**config.mk**
```make
export PLATFORM = sky130hd
export DESIGN_NAME = convex_hull_8_points_core
export DESIGN_NICKNAME = d
export VERILOG_FILES = /design/src/rtl/chull_pkg.sv /design/src/rtl/chull_ctrl.sv /design/src/rtl/chull_dp.sv /design/src/rtl/convex_hull_8_points_core.sv
export SDC_FILE = /design/constraint.sdc
export NUM_CORES = 2
export LEC_CHECK = 0
export BUFFER_PORTS_ARGS = -buffer_cell sky130_fd_sc_hd__buf_2
export CAP_MARGIN = 15
export CORE_UTILIZATION = 62
export DETAILED_ROUTE_END_ITERATION = 12
export HOLD_SLACK_MARGIN = 0.15
export PLACE_DENSITY = 0.78
export SLEW_MARGIN = 20
export SYNTH_ARGS = -nofsm -noshare
export SYNTH_HDL_FRONTEND = slang
export SYNTH_SLANG_ARGS = --single-unit
```
**constraint.sdc**
```tcl
create_clock -name i_clk -period 26.8 [get_ports i_clk]
set_clock_uncertainty 0.05 [all_clocks]
set_input_delay 1.34 -clock i_clk [delete_from_list [all_inputs] [get_ports i_clk]]
set_output_delay 1.34 -clock i_clk [all_outputs]
set_load 0.02 [all_outputs]
```
**src/rtl/chull_pkg.sv**
```systemverilog
// chull_pkg: sizes, point type, command and status structs of the convex hull block
// used by chull_ctrl, chull_dp and convex_hull_8_points_core; no dependencies
package chull_pkg;

    localparam int POINT_COUNT = 8;
    localparam int COORD_BITS  = 16;
    localparam int IDX_W       = $clog2(POINT_COUNT);
    localparam int CNT_W       = $clog2(POINT_COUNT + 1);
    localparam int DIFF_W      = COORD_BITS + 1;
    localparam int PROD_W      = 2 * DIFF_W;
    localparam int TURN_W      = PROD_W + 1;
    localparam int MAN_W       = DIFF_W + 1;
    localparam int SIZE_W      = 4;
    localparam int SIZE_MAX    = (1 << SIZE_W) - 1;

    typedef logic signed [COORD_BITS-1:0] t_coord;

    typedef struct packed {
        t_coord x;
        t_coord y;
    } t_point;

    typedef enum logic [2:0] {
        WR_IN,
        WR_RD,
        WR_PIV,
        WR_OPC,
        WR_T
    } t_wr_sel;

    typedef struct packed {
        logic [IDX_W-1:0] rd_addr;
        logic             wr_en;
        logic [IDX_W-1:0] wr_addr;
        t_wr_sel          wr_sel;
        logic             piv_load;
        logic             t_load;
        logic             issue;
        logic             scan;
        logic             push;
        logic             pop;
        logic             stk_clr;
        logic             out_load;
    } t_cmd;

    typedef struct packed {
        logic less;
        logic precedes;
        logic nonneg;
        logic depth_ge2;
        logic emit_last;
        logic out_free;
    } t_sts;

    function automatic logic [SIZE_W-1:0] sat_size(input logic [CNT_W-1:0] d);
        if (32'(d) > SIZE_MAX) begin
            return SIZE_W'(SIZE_MAX);
        end
        return SIZE_W'(d);
    endfunction

endpackage

```
**src/rtl/chull_ctrl.sv**
```systemverilog
// chull_ctrl: sequencer for load, pivot search, insertion sort, stack scan and emit
// depends on chull_pkg; drives the command struct of chull_dp
module chull_ctrl import chull_pkg::*; (
    input  logic i_clk,
    input  logic i_rst_n,
    input  logic i_in_valid,
    output logic o_in_stall,
    input  t_sts i_sts,
    output t_cmd o_cmd
);

    typedef enum logic [15:0] {
        S_LOAD     = 16'h0001,
        S_PIV_INIT = 16'h0002,
        S_PIV_SCAN = 16'h0004,
        S_SWAP_A   = 16'h0008,
        S_SWAP_B   = 16'h0010,
        S_SRT_T    = 16'h0020,
        S_SRT_CHK  = 16'h0040,
        S_SRT_W1   = 16'h0080,
        S_SRT_W2   = 16'h0100,
        S_SRT_DEC  = 16'h0200,
        S_SCN_RD   = 16'h0400,
        S_SCN_CHK  = 16'h0800,
        S_SCN_W1   = 16'h1000,
        S_SCN_W2   = 16'h2000,
        S_SCN_DEC  = 16'h4000,
        S_EMIT     = 16'h8000
    } t_state;

    t_state           r_state, n_state;
    logic [IDX_W-1:0] r_cnt, n_cnt;
    logic [CNT_W-1:0] r_i, n_i;
    logic [IDX_W-1:0] r_j, n_j;
    logic [IDX_W-1:0] r_best, n_best;
    logic [IDX_W-1:0] r_k, n_k;
    logic [CNT_W-1:0] i_inc;

    always_ff @(posedge i_clk) begin
        if (!i_rst_n) begin
            r_state <= S_LOAD;
            r_cnt   <= '0;
        end else begin
            r_state <= n_state;
            r_cnt   <= n_cnt;
        end
        r_i    <= n_i;
        r_j    <= n_j;
        r_best <= n_best;
        r_k    <= n_k;
    end

    assign o_in_stall = (r_state != S_LOAD);

    always_comb begin
        n_state = r_state;
        n_cnt   = r_cnt;
        n_i     = r_i;
        n_j     = r_j;
        n_best  = r_best;
        n_k     = r_k;
        i_inc   = r_i + CNT_W'(1);
        o_cmd         = '0;
        o_cmd.wr_sel  = WR_IN;
        o_cmd.rd_addr = r_i[IDX_W-1:0];
        case (r_state)
            S_LOAD: begin
                if (i_in_valid) begin
                    o_cmd.wr_en   = 1'b1;
                    o_cmd.wr_addr = r_cnt;
                    if (r_cnt == IDX_W'(POINT_COUNT - 1)) begin
                        n_cnt   = '0;
                        n_state = S_PIV_INIT;
                    end else begin
                        n_cnt = r_cnt + IDX_W'(1);
                    end
                end
            end
            S_PIV_INIT: begin
                o_cmd.rd_addr  = '0;
                o_cmd.piv_load = 1'b1;
                n_best         = '0;
                n_i            = CNT_W'(1);
                n_state        = S_PIV_SCAN;
            end
            S_PIV_SCAN: begin
                if (i_sts.less) begin
                    o_cmd.piv_load = 1'b1;
                    n_best         = r_i[IDX_W-1:0];
                end
                if (r_i == CNT_W'(POINT_COUNT - 1)) begin
                    n_state = S_SWAP_A;
                end else begin
                    n_i = i_inc;
                end
            end
            S_SWAP_A: begin
                o_cmd.rd_addr = '0;
                o_cmd.wr_en   = 1'b1;
                o_cmd.wr_addr = r_best;
                o_cmd.wr_sel  = WR_RD;
                n_state       = S_SWAP_B;
            end
            S_SWAP_B: begin
                o_cmd.wr_en   = 1'b1;
                o_cmd.wr_addr = '0;
                o_cmd.wr_sel  = WR_PIV;
                o_cmd.stk_clr = 1'b1;
                n_i           = CNT_W'(2);
                n_state       = S_SRT_T;
            end
            S_SRT_T: begin
                o_cmd.t_load = 1'b1;
                n_j          = r_i[IDX_W-1:0];
                n_state      = S_SRT_CHK;
            end
            S_SRT_CHK: begin
                if (r_j == IDX_W'(1)) begin
                    o_cmd.wr_en   = 1'b1;
                    o_cmd.wr_addr = r_j;
                    o_cmd.wr_sel  = WR_T;
                    if (i_inc == CNT_W'(POINT_COUNT)) begin
                        n_i     = '0;
                        n_state = S_SCN_RD;
                    end else begin
                        n_i     = i_inc;
                        n_state = S_SRT_T;
                    end
                end else begin
                    o_cmd.rd_addr = r_j - IDX_W'(1);
                    o_cmd.issue   = 1'b1;
                    n_state       = S_SRT_W1;
                end
            end
            S_SRT_W1: begin
                n_state = S_SRT_W2;
            end
            S_SRT_W2: begin
                n_state = S_SRT_DEC;
            end
            S_SRT_DEC: begin
                o_cmd.wr_en   = 1'b1;
                o_cmd.wr_addr = r_j;
                if (i_sts.precedes) begin
                    o_cmd.wr_sel = WR_OPC;
                    n_j          = r_j - IDX_W'(1);
                    n_state      = S_SRT_CHK;
                end else begin
                    o_cmd.wr_sel = WR_T;
                    if (i_inc == CNT_W'(POINT_COUNT)) begin
                        n_i     = '0;
                        n_state = S_SCN_RD;
                    end else begin
                        n_i     = i_inc;
                        n_state = S_SRT_T;
                    end
                end
            end
            S_SCN_RD: begin
                o_cmd.t_load = 1'b1;
                n_state      = S_SCN_CHK;
            end
            S_SCN_CHK: begin
                if (i_sts.depth_ge2) begin
                    o_cmd.issue = 1'b1;
                    o_cmd.scan  = 1'b1;
                    n_state     = S_SCN_W1;
                end else begin
                    o_cmd.push = 1'b1;
                    n_i        = i_inc;
                    if (i_inc == CNT_W'(POINT_COUNT)) begin
                        n_k     = '0;
                        n_state = S_EMIT;
                    end else begin
                        n_state = S_SCN_RD;
                    end
                end
            end
            S_SCN_W1: begin
                n_state = S_SCN_W2;
            end
            S_SCN_W2: begin
                n_state = S_SCN_DEC;
            end
            S_SCN_DEC: begin
                if (i_sts.nonneg) begin
                    o_cmd.pop = 1'b1;
                    n_state   = S_SCN_CHK;
                end else begin
                    o_cmd.push = 1'b1;
                    n_i        = i_inc;
                    if (i_inc == CNT_W'(POINT_COUNT)) begin
                        n_k     = '0;
                        n_state = S_EMIT;
                    end else begin
                        n_state = S_SCN_RD;
                    end
                end
            end
            S_EMIT: begin
                o_cmd.rd_addr = r_k;
                if (i_sts.out_free) begin
                    o_cmd.out_load = 1'b1;
                    if (i_sts.emit_last) begin
                        n_state = S_LOAD;
                    end else begin
                        n_k = r_k + IDX_W'(1);
                    end
                end
            end
            default: begin
                n_state = S_LOAD;
            end
        endcase
    end

endmodule

```
**src/rtl/chull_dp.sv**
```systemverilog
// chull_dp: point store, pivot, cross-product unit, hull stack and output register
// depends on chull_pkg; controlled by chull_ctrl through t_cmd and t_sts
module chull_dp import chull_pkg::*; (
    input  logic                  i_clk,
    input  logic                  i_rst_n,
    input  t_coord                i_point_x,
    input  t_coord                i_point_y,
    input  t_cmd                  i_cmd,
    output t_sts                  o_sts,
    input  logic                  i_out_stall,
    output logic                  o_out_valid,
    output t_coord                o_hull_x,
    output t_coord                o_hull_y,
    output logic [SIZE_W-1:0]     o_hull_size,
    output logic                  o_last_vertex
);

    t_point r_pt [POINT_COUNT];
    t_point r_stk [POINT_COUNT];
    t_point r_piv;
    t_point r_t;
    t_point r_top1;
    t_point r_top2;
    t_point r_oa, r_ob, r_oc;
    logic [CNT_W-1:0] r_depth;

    logic signed [PROD_W-1:0] r_p1, r_p2;
    logic [MAN_W-1:0]         r_mb, r_mc;
    logic                     r_neg, r_zero, r_near;

    logic                     r_out_valid;
    t_coord                   r_hx, r_hy;
    logic [SIZE_W-1:0]        r_hs;
    logic                     r_last;

    t_point                   rd_pt;
    t_point                   wr_data;
    t_point                   stk_rd;
    logic [IDX_W-1:0]         stk_addr;
    logic [CNT_W-1:0]         depth_m3;

    logic signed [DIFF_W-1:0] dbx, dby, dcx, dcy;
    logic [DIFF_W-1:0]        abx, aby, acx, acy;
    logic signed [PROD_W-1:0] n_p1, n_p2;
    logic signed [TURN_W-1:0] n_turn;

    assign rd_pt    = r_pt[i_cmd.rd_addr];
    assign depth_m3 = r_depth - CNT_W'(3);
    assign stk_addr = i_cmd.out_load ? i_cmd.rd_addr : depth_m3[IDX_W-1:0];
    assign stk_rd   = r_stk[stk_addr];

    always_comb begin
        case (i_cmd.wr_sel)
            WR_IN:   wr_data = '{x: i_point_x, y: i_point_y};
            WR_RD:   wr_data = rd_pt;
            WR_PIV:  wr_data = r_piv;
            WR_OPC:  wr_data = r_oc;
            WR_T:    wr_data = r_t;
            default: wr_data = r_t;
        endcase
    end

    always_ff @(posedge i_clk) begin
        if (i_cmd.wr_en) begin
            r_pt[i_cmd.wr_addr] <= wr_data;
        end
        if (i_cmd.piv_load) begin
            r_piv <= rd_pt;
        end
        if (i_cmd.t_load) begin
            r_t <= rd_pt;
        end
        if (i_cmd.issue) begin
            r_oa <= i_cmd.scan ? r_top2 : r_piv;
            r_ob <= i_cmd.scan ? r_top1 : r_t;
            r_oc <= i_cmd.scan ? r_t    : rd_pt;
        end
    end

    // cross product and manhattan distances, two register stages
    always_comb begin
        dbx  = DIFF_W'(r_ob.x) - DIFF_W'(r_oa.x);
        dby  = DIFF_W'(r_ob.y) - DIFF_W'(r_oa.y);
        dcx  = DIFF_W'(r_oc.x) - DIFF_W'(r_oa.x);
        dcy  = DIFF_W'(r_oc.y) - DIFF_W'(r_oa.y);
        abx  = dbx[DIFF_W-1] ? DIFF_W'(-dbx) : DIFF_W'(dbx);
        aby  = dby[DIFF_W-1] ? DIFF_W'(-dby) : DIFF_W'(dby);
        acx  = dcx[DIFF_W-1] ? DIFF_W'(-dcx) : DIFF_W'(dcx);
        acy  = dcy[DIFF_W-1] ? DIFF_W'(-dcy) : DIFF_W'(dcy);
        n_p1 = dbx * dcy;
        n_p2 = dcx * dby;
        n_turn = TURN_W'(r_p1) - TURN_W'(r_p2);
    end

    always_ff @(posedge i_clk) begin
        r_p1   <= n_p1;
        r_p2   <= n_p2;
        r_mb   <= MAN_W'(abx) + MAN_W'(aby);
        r_mc   <= MAN_W'(acx) + MAN_W'(acy);
        r_neg  <= n_turn[TURN_W-1];
        r_zero <= (n_turn == '0);
        r_near <= (r_mb < r_mc);
    end

    // hull stack with the two top entries mirrored in registers
    always_ff @(posedge i_clk) begin
        if (!i_rst_n) begin
            r_depth <= '0;
        end else if (i_cmd.stk_clr) begin
            r_depth <= '0;
        end else if (i_cmd.push) begin
            r_depth <= r_depth + CNT_W'(1);
        end else if (i_cmd.pop) begin
            r_depth <= r_depth - CNT_W'(1);
        end
        if (i_cmd.push) begin
            r_stk[r_depth[IDX_W-1:0]] <= r_t;
            r_top1 <= r_t;
            r_top2 <= r_top1;
        end else if (i_cmd.pop) begin
            r_top1 <= r_top2;
            r_top2 <= stk_rd;
        end
    end

    always_ff @(posedge i_clk) begin
        if (!i_rst_n) begin
            r_out_valid <= 1'b0;
        end else if (i_cmd.out_load) begin
            r_out_valid <= 1'b1;
        end else if (!i_out_stall) begin
            r_out_valid <= 1'b0;
        end
        if (i_cmd.out_load) begin
            r_hx   <= stk_rd.x;
            r_hy   <= stk_rd.y;
            r_hs   <= sat_size(r_depth);
            r_last <= o_sts.emit_last;
        end
    end

    always_comb begin
        o_sts.less      = (rd_pt.y < r_piv.y) || ((rd_pt.y == r_piv.y) && (rd_pt.x < r_piv.x));
        o_sts.precedes  = r_zero ? r_near : r_neg;
        o_sts.nonneg    = !r_neg;
        o_sts.depth_ge2 = (r_depth >= CNT_W'(2));
        o_sts.emit_last = ((CNT_W'(i_cmd.rd_addr) + CNT_W'(1)) == r_depth);
        o_sts.out_free  = !r_out_valid || !i_out_stall;
    end

    assign o_out_valid   = r_out_valid;
    assign o_hull_x      = r_hx;
    assign o_hull_y      = r_hy;
    assign o_hull_size   = r_hs;
    assign o_last_vertex = r_last;

`ifndef SYNTHESIS
    a_pop_depth: assert property (@(posedge i_clk) disable iff (!i_rst_n)
        i_cmd.pop |-> (r_depth >= CNT_W'(2)))
        else $error("hull stack popped below two entries");
    a_push_room: assert property (@(posedge i_clk) disable iff (!i_rst_n)
        i_cmd.push |-> (r_depth < CNT_W'(POINT_COUNT)))
        else $error("hull stack pushed past its depth");
    a_out_free: assert property (@(posedge i_clk) disable iff (!i_rst_n)
        i_cmd.out_load |-> (!r_out_valid || !i_out_stall))
        else $error("output register overwritten while stalled");
    a_out_rise: assert property (@(posedge i_clk) disable iff (!i_rst_n)
        $rose(r_out_valid) |-> $past(i_cmd.out_load))
        else $error("output valid rose without a load");
`endif

endmodule

```
**src/rtl/convex_hull_8_points_core.sv**
```systemverilog
// convex_hull_8_points_core: top level of the graham scan convex hull block
// depends on chull_pkg, chull_ctrl and chull_dp
//
// input channel: one point per item (i_point_x, i_point_y, signed q12.4),
// accepted when i_in_valid is high and o_in_stall is low. o_in_stall is low
// only while points of a set are being loaded, one item per cycle.
// after the eighth point the block finds the pivot, swaps it into place,
// insertion-sorts the rest and runs the stack scan. every compare and turn
// test goes through one shared, two-stage cross-product unit.
// output channel: hull vertices in stack order with hull size and a last flag,
// one per cycle while i_out_stall is low; a stall holds the output register
// and emission waits. the last vertex stays in the output register while the
// next set already loads.
// reset (synchronous, active low) empties the point counter, the stack depth
// and the output valid.
module convex_hull_8_points_core import chull_pkg::*; (
    input  logic              i_clk,
    input  logic              i_rst_n,
    input  logic              i_in_valid,
    output logic              o_in_stall,
    input  t_coord            i_point_x,
    input  t_coord            i_point_y,
    output logic              o_out_valid,
    input  logic              i_out_stall,
    output t_coord            o_hull_x,
    output t_coord            o_hull_y,
    output logic [SIZE_W-1:0] o_hull_size,
    output logic              o_last_vertex
);

    t_cmd cmd;
    t_sts sts;

    chull_ctrl u_ctrl (
        .i_clk      (i_clk),
        .i_rst_n    (i_rst_n),
        .i_in_valid (i_in_valid),
        .o_in_stall (o_in_stall),
        .i_sts      (sts),
        .o_cmd      (cmd)
    );

    chull_dp u_dp (
        .i_clk         (i_clk),
        .i_rst_n       (i_rst_n),
        .i_point_x     (i_point_x),
        .i_point_y     (i_point_y),
        .i_cmd         (cmd),
        .o_sts         (sts),
        .i_out_stall   (i_out_stall),
        .o_out_valid   (o_out_valid),
        .o_hull_x      (o_hull_x),
        .o_hull_y      (o_hull_y),
        .o_hull_size   (o_hull_size),
        .o_last_vertex (o_last_vertex)
    );

endmodule
```
; ---- Word-level counts from Yosys, hierarchy flattened
; Memories as Yosys holds them, arrays and structs flattened.
; Cells that the tools add are included.
[word_totals]
reg_bits = 405
latch_bits = 0
ramBits = 512
rom_bits = 0
input_bits = 36
output_inout_bits = 39
word_cells = 196
memories = 2
[classes]
addsub = 19
n_mul = 2
n_div = 0
n_lt_le_gt_ge = 4
n_eq_ne = 40
shift = 0
muxes = 74
bitwise_logic = 1
reduce_logical = 21
[memory_table]
columns = name, depth, word_bits, rd, rd_ports_with_merged_regs, wr, line
row1 = u_dp.r_pt, 8, 32, 1, 0, 1, chull_dp.sv:18  ; t_point r_pt [POINT_COUNT];
row2 = u_dp.r_stk, 8, 32, 1, 0, 1, chull_dp.sv:19  ; t_point r_stk [POINT_COUNT];
[ops]
columns = operator, n
row1 = $pmux W16 S16, 1
row2 = $mux W32, 7
row3 = $mux W16, 10
row4 = $pmux W32 S4, 1
row5 = $mul A17 B17 Y34, 2
row6 = $mux W17, 4
row7 = $neg A17 Y17, 4
row8 = $sub A16 B16 Y17, 4
row9 = $add A17 B17 Y18, 2
row10 = $mux W4, 9
row11 = $logic_not A35 Y1, 1
row12 = $sub A34 B34 Y35, 1
row13 = $mux W3, 11
row14 = $lt A16 B16 Y1, 2
row15 = $pmux W4 S7, 1
row16 = $pmux W4 S5, 1
row17 = $lt A18 B18 Y1, 1
row18 = $mux W1, 18
row19 = $ne A2 B2 Y1 const B, 9
row20 = $pmux W3 S3, 2
row21 = $eq A16 B1 Y1 const B, 1
row22 = $eq A16 B10 Y1 const B, 1
row23 = $eq A16 B11 Y1 const B, 1
row24 = $eq A16 B12 Y1 const B, 1
row25 = other kinds (46), 66

; ---- Logic depth before layout (Yosys ltp)
; An unclocked memory read counts as a cell.
[depth]
depth_word = 9
depth_mapped = 41
ltp_nobuf = 40

; ---- By module
; A second synthesis with hierarchy kept.
[unflattened]
cells_unflattened = 5641
area_unflattened_um2 = 65248.8
[modules_own_cells]
columns = module, instances, cells_each, area_each_um2, seq_area_each_um2
row1 = chull_dp, 1, 5408, 63280.7, 25454.4
row2 = chull_ctrl, 1, 233, 1968.1, 770.7

; ---- Least setup slack after synthesis
; OpenSTA, ideal clock, no wires.
[synth_timing]
kind = register to register
start = register u_dp.r_oc[16] in the netlist's numbering
end = register u_dp.r_p2[30]
setup_time_ps = 72
t_arrival_ps = 8674
path_slack_ps = 18004
stages_incl_launch_ff = 39
path_buffers = 1
path_cell_list = edfxtp_1 > inv_1 > ha_1 > inv_1 > fa_1 > a21o_1 > a21o_1 > a21oi_1 > o21ai_1 > a41oi_1 > a21oi_1 > a21o_1 > a21oi_1 > nor2b_1 > o22ai_1 > clkbuf_1 > nand2_1 > inv_1 > [... 3 more ...] > fa_1 > inv_1 > fa_1 > fa_1 > inv_1 > fa_1 > inv_1 > ha_1 > and3_1 > a31o_2 > a311o_1 > nand2_1 > o21ai_0 > o211a_1 > o21a_1 > o21ai_0 > nor2b_1 > xnor2_1
[synth_between]
elab_chain_len = 2
[synth_lines]
columns = element, line
row1 = from (decl), chull_dp.sv:24  ; t_point r_oa, r_ob, r_oc;
row2 = from (signal assigned), chull_dp.sv:76  ; r_oc <= i_cmd.scan ? r_t : rd_pt;
row3 = $sub A16 B16 Y17, chull_dp.sv:84  ; dcx = DIFF_W'(r_oc.x) - DIFF_W'(r_oa.x);
row4 = $mul A17 B17 Y34, chull_dp.sv:91  ; n_p2 = dcx * dby;
row5 = named net u_dp.n_p2[30], chull_dp.sv:44  ; logic signed [PROD_W-1:0] n_p1, n_p2;
row6 = to (signal assigned), chull_dp.sv:97  ; r_p2 <= n_p2;
row7 = to (decl), chull_dp.sv:27  ; logic signed [PROD_W-1:0] r_p1, r_p2;
; The timed path passes the listed nets, and every way through them passes these cells.
; A chain may end at the register's enable or synchronous reset.

; ---- Worst setup path in the final report
[layout_timing]
start = register u_dp.r_oa[0] in the netlist's numbering
end = register u_dp.r_p2[33]
[layout_between]
elab_chain_len = 2
[layout_lines]
columns = element, line
row1 = from (decl), chull_dp.sv:24
row2 = from (signal assigned), chull_dp.sv:74  ; r_oa <= i_cmd.scan ? r_top2 : r_piv;
row3 = $sub A16 B16 Y17, chull_dp.sv:83  ; dby = DIFF_W'(r_ob.y) - DIFF_W'(r_oa.y);
row4 = $mul A17 B17 Y34, chull_dp.sv:91
row5 = named net u_dp.n_p2[33], chull_dp.sv:44
; The timed path passes the listed nets, and every way through them passes these cells.

==> summary.txt <==
GRT
  • Vias in the first global route: 47355
  • Antenna violations before repair: 3
  • Grt ovf: 0
  • Pin count of the biggest net entering global routing: 100
  • First-pass GRT wire length: 271 mm
  • GR Util All Layers: 33.6%

Detailed routing
  • Remaining antenna violation count: 0
  • Total Wirelength: 178 mm
  • Via-to-Cell Ratio: 6.09
  • DR WL/cell: 22.9 um
  • First-pass DRT Iterations: 7
  • Residual DRC: 0
  • Via count: 47231
  • Iteration-0 DRC Markers: 5607

STA
  • Sum Neg Setup Slack: 0 ns
  • Count of final hold-check violations: 0
  • RSZ-0062 raised after global routing: false
  • Minimum clock period: 10.07 ns
  • Rel. slew slack: 15.4%
  • Fmax: 0.0993 GHz
  • Measured slew at the worst slew-check pin: 1.23 ns
  • Period utilization: 37.6%
  • Max-slew violations: 0
  • Endpoints failing setup: 0

Clock network
  • Clock sink total: 917
  • CTS Buffer Depth: 3
  • # Post-CTS Setup Buffers: 0
  • Gates resized, CTS repair: 0
  • Worst-path clk slew: 0.06 ns
  • Worst skew pair latency: 0.69 ns
  • H-tree depth: 3
  • TritonCTS clock tree: done
  • Hold_buf cts: 0
  • CTS root buf: clkbuf_16
  • TritonCTS Buffers: 93

Yosys
  • Netlist cell types: 93
  • Synth top area share: 36.4%
  • Ys Warns: 0
  • Mapped Area: 64800 um2
  • Main synth FF type: edfxtp_1
  • Area contributors post-synth: edfxtp_1, fa_1, ha_1
  • Seq/Total Area, Yosys: 40.5%
  • Ys async rst share: 0%
  • #FFs+latches synth: 917
  • Syn Inst Count: 6263
  • Synth Net Count: 7264
  • Post-synth EDFFs: 786
  • Syn Area/Cell: 10.3 um2
  • Area leader, netlist: edfxtp_1

Floorplan
  • Row cnt: 118
  • Die H: 325 um
  • Initial Utilization: 62.6%
  • Core Area: 103000 um2
  • # IOs: 75
  • Die Wd: 325 um
  • Die ar.: 106000 um2

Job
  • Max_cap viols: 0

Cells and area
  • Nets@finish: 7297
  • Layout area overhead: 8.62%
  • Final Util: 68.0%
  • Design Area, Final: 70400 um2
  • Share of cells above drive strength 1: 7.96%

Hold path
  • Worst min path class: reg2reg
  • Hold depth: 2
  • Hold EP: u_ctrl.r_cnt[1]
  • Min-delay src: u_ctrl.r_cnt[1]

Critical path
  • CP Class: reg2reg
  • Startpoint types: flop
  • Crit path required time: 27.34 ns
  • Most numerous cell on the critical path: fa_1
  • R2R setup slack: 16.73 ns
  • Worst setup EP type: flop
  • FF-to-FF Start: u_dp.r_oa[0]
  • Worst reg2reg path depth: 35
  • Slowest CP cell: o31a_1
  • RR Endpoint: u_dp.r_p2[33]
  • Critical-path maximum fanout: 22
  • Largest stage delay, worst path: 0.81 ns
  • Data arrival, critical path: 10.61 ns

Place
  • HPWL after DPL: 128 mm
  • PortBufs: 74
  • GP Congestion: 0.969
  • Cell Area, Placed: 67200 um2

Pwr
  • Peak VDD IR: 0.0736 mV
  • Pleak: 30.4 nW
  • P per Cell Area: 41.3 nW/um2

Status
  • Status: complete, no violations
[power by group]
group | internal (mW) | leakage (nW) | switching (mW)
sequential | 1.55 | 8.18 | 0.00318
clock | 0.743 | 1.48 | 0.569
combinational | 0.0118 | 20.8 | 0.0308
total | 2.30 | 30.4 | 0.603
[placed cells by master, fill, tap and decap left out, types with 13 or more instances in the layout]
cell type  count
buf_4        121
a21boi_0      20
nor3_1        56
xnor2_1      167
a311oi_1      33
o21a_1        53
edfxtp_1     786
inv_1        829
clkbuf_16     93
o21ai_1       35
dfxtp_1      131
and2_1        49
a21oi_1      208
a222oi_1      32
mux2_2        67
nand2b_1      40
a21o_1        65
a31oi_1       56
fa_1         600
buf_2         74
nor4_1        19
nor2_1       401
or3_1         15
clkbuf_1      15
o211ai_1      40
nor2b_1       47
o21ai_0      133
o31ai_1       13
xnor2_2       16
nand4_1       23
o21bai_1      16
and3_1        80
ha_1         365
xor2_1        59
clkinv_2      13
or2_2         18
a211oi_1      15
nand3_1      210
clkinv_1      26
nand2_1     1121
[routing by layer]
metal  share of wire, %  vias to the layer above  global-route usage (%)
met5             0.0068                        -                       0
li1                   -                    20937                       -
met4                6.9                        2                    19.6
met2                 47                     2608                    55.1
met3                9.3                      587                    5.49
met1                 36                    23097                    42.4
[stage by stage]
stage / hold slack [ns] / setup slack [ns] / std cells / power (mW)
3_5_place_dp: 0.429 / 17.03 / 7580 / 1.62
4_1_cts: 0.446 / 17.00 / 7751 / 2.91
2_1_floorplan: 0.408 / 18.00 / 6263 / 1.60
3_3_place_gp: 0.418 / 17.33 / 7578 / 1.62
6_report: 0.449 / 16.73 / 7753 / 2.90
5_1_grt: 0.489 / 16.28 / 7752 / 2.97
[worst max-delay path, delay by kind of cell (launching register included)]
kind	cells	cell delay [ns]
compound gates	15	3.91
xor+xnor	1	0.13
fa+ha+maj	9	3.87
buf+inv	4	0.69
flops	1	0.40
simple gates	6	0.96
[area by class of cell]
cell class	count	area (um2)
multi-input combinational	4251	34800
fill	7540	33100
sequential	917	26200
inverter	835	3140
clock buffer	109	2400
tap	1380	1730
timing repair buffer	198	1350
clock inverter	62	699
antenna	1	2.50
[logic make-up (layout without fill, tap and decap cells)]
| family | count (synthesis) | after routing | synth area share [%] |
|---|---|---|---|
| and+or+nand+nor | 2150 | 2150 | 14.6 |
| AOI/OAI and AO/OA | 808 | 808 | 8.21 |
| muxes | 78 | 78 | 1.33 |
| xor gates and xnor gates | 250 | 250 | 3.38 |
| buffers and inverters | 1095 | 1204 | 6.44 |
| DFF | 917 | 917 | 40.5 |
| adders and majority gates | 965 | 965 | 25.6 |
| other | 0 | 1 | 0 |
[state kept, by name, indices dropped and copies added (netlist names), 4 cells and up]
signal and count:
u_ctrl.r_i 4, u_ctrl.r_state 16, u_dp.o_hull_size 4, u_dp.o_hull_x 16
u_dp.o_hull_y 16, u_dp.r_depth 4, u_dp.r_mb 18, u_dp.r_mc 18
u_dp.r_oa 32, u_dp.r_ob 32, u_dp.r_oc 32, u_dp.r_p1 34
u_dp.r_p2 34, u_dp.r_piv 32, u_dp.r_pt 256, u_dp.r_stk 256
u_dp.r_t 32, u_dp.r_top1 32, u_dp.r_top2 32
[worst max path at each step]
stage | start | to | slack, ns | cells after the start
5_1_grt | u_dp.r_oa[0] | u_dp.r_p2[33] | 16.28 | 35
3_5_place_dp | u_dp.r_oa[0] | u_dp.r_p2[32] | 17.03 | 36
6_report | u_dp.r_oa[0] | u_dp.r_p2[33] | 16.73 | 35
4_1_cts | u_dp.r_oa[0] | u_dp.r_p2[33] | 17.00 | 35
3_3_place_gp | u_dp.r_oa[0] | u_dp.r_p2[30] | 17.33 | 36
2_1_floorplan | u_dp.r_oc[16] | u_dp.r_p2[30] | 18.00 | 38
[synth_stat cells (21+ instances only)]
master    number
dfxtp_1      131
o21ai_0      133
inv_1        832
nand4_1       23
a311oi_1      33
edfxtp_1     786
nand3_1      210
o211ai_1      40
nor2b_1       47
buf_2         24
mux2_2        67
o21ai_1       38
a222oi_1      32
and2_1        49
nor2_1       411
fa_1         600
nor4_1        21
buf_1         23
xor2_1        65
a21oi_1      210
nand2b_1      41
a21o_1        66
nand2_1     1122
clkbuf_1     205
o21a_1        53
ha_1         365
a31oi_1       56
and3_1        80
xnor2_1      185
nor3_1        59
Power figures use the tool's default switching activity.
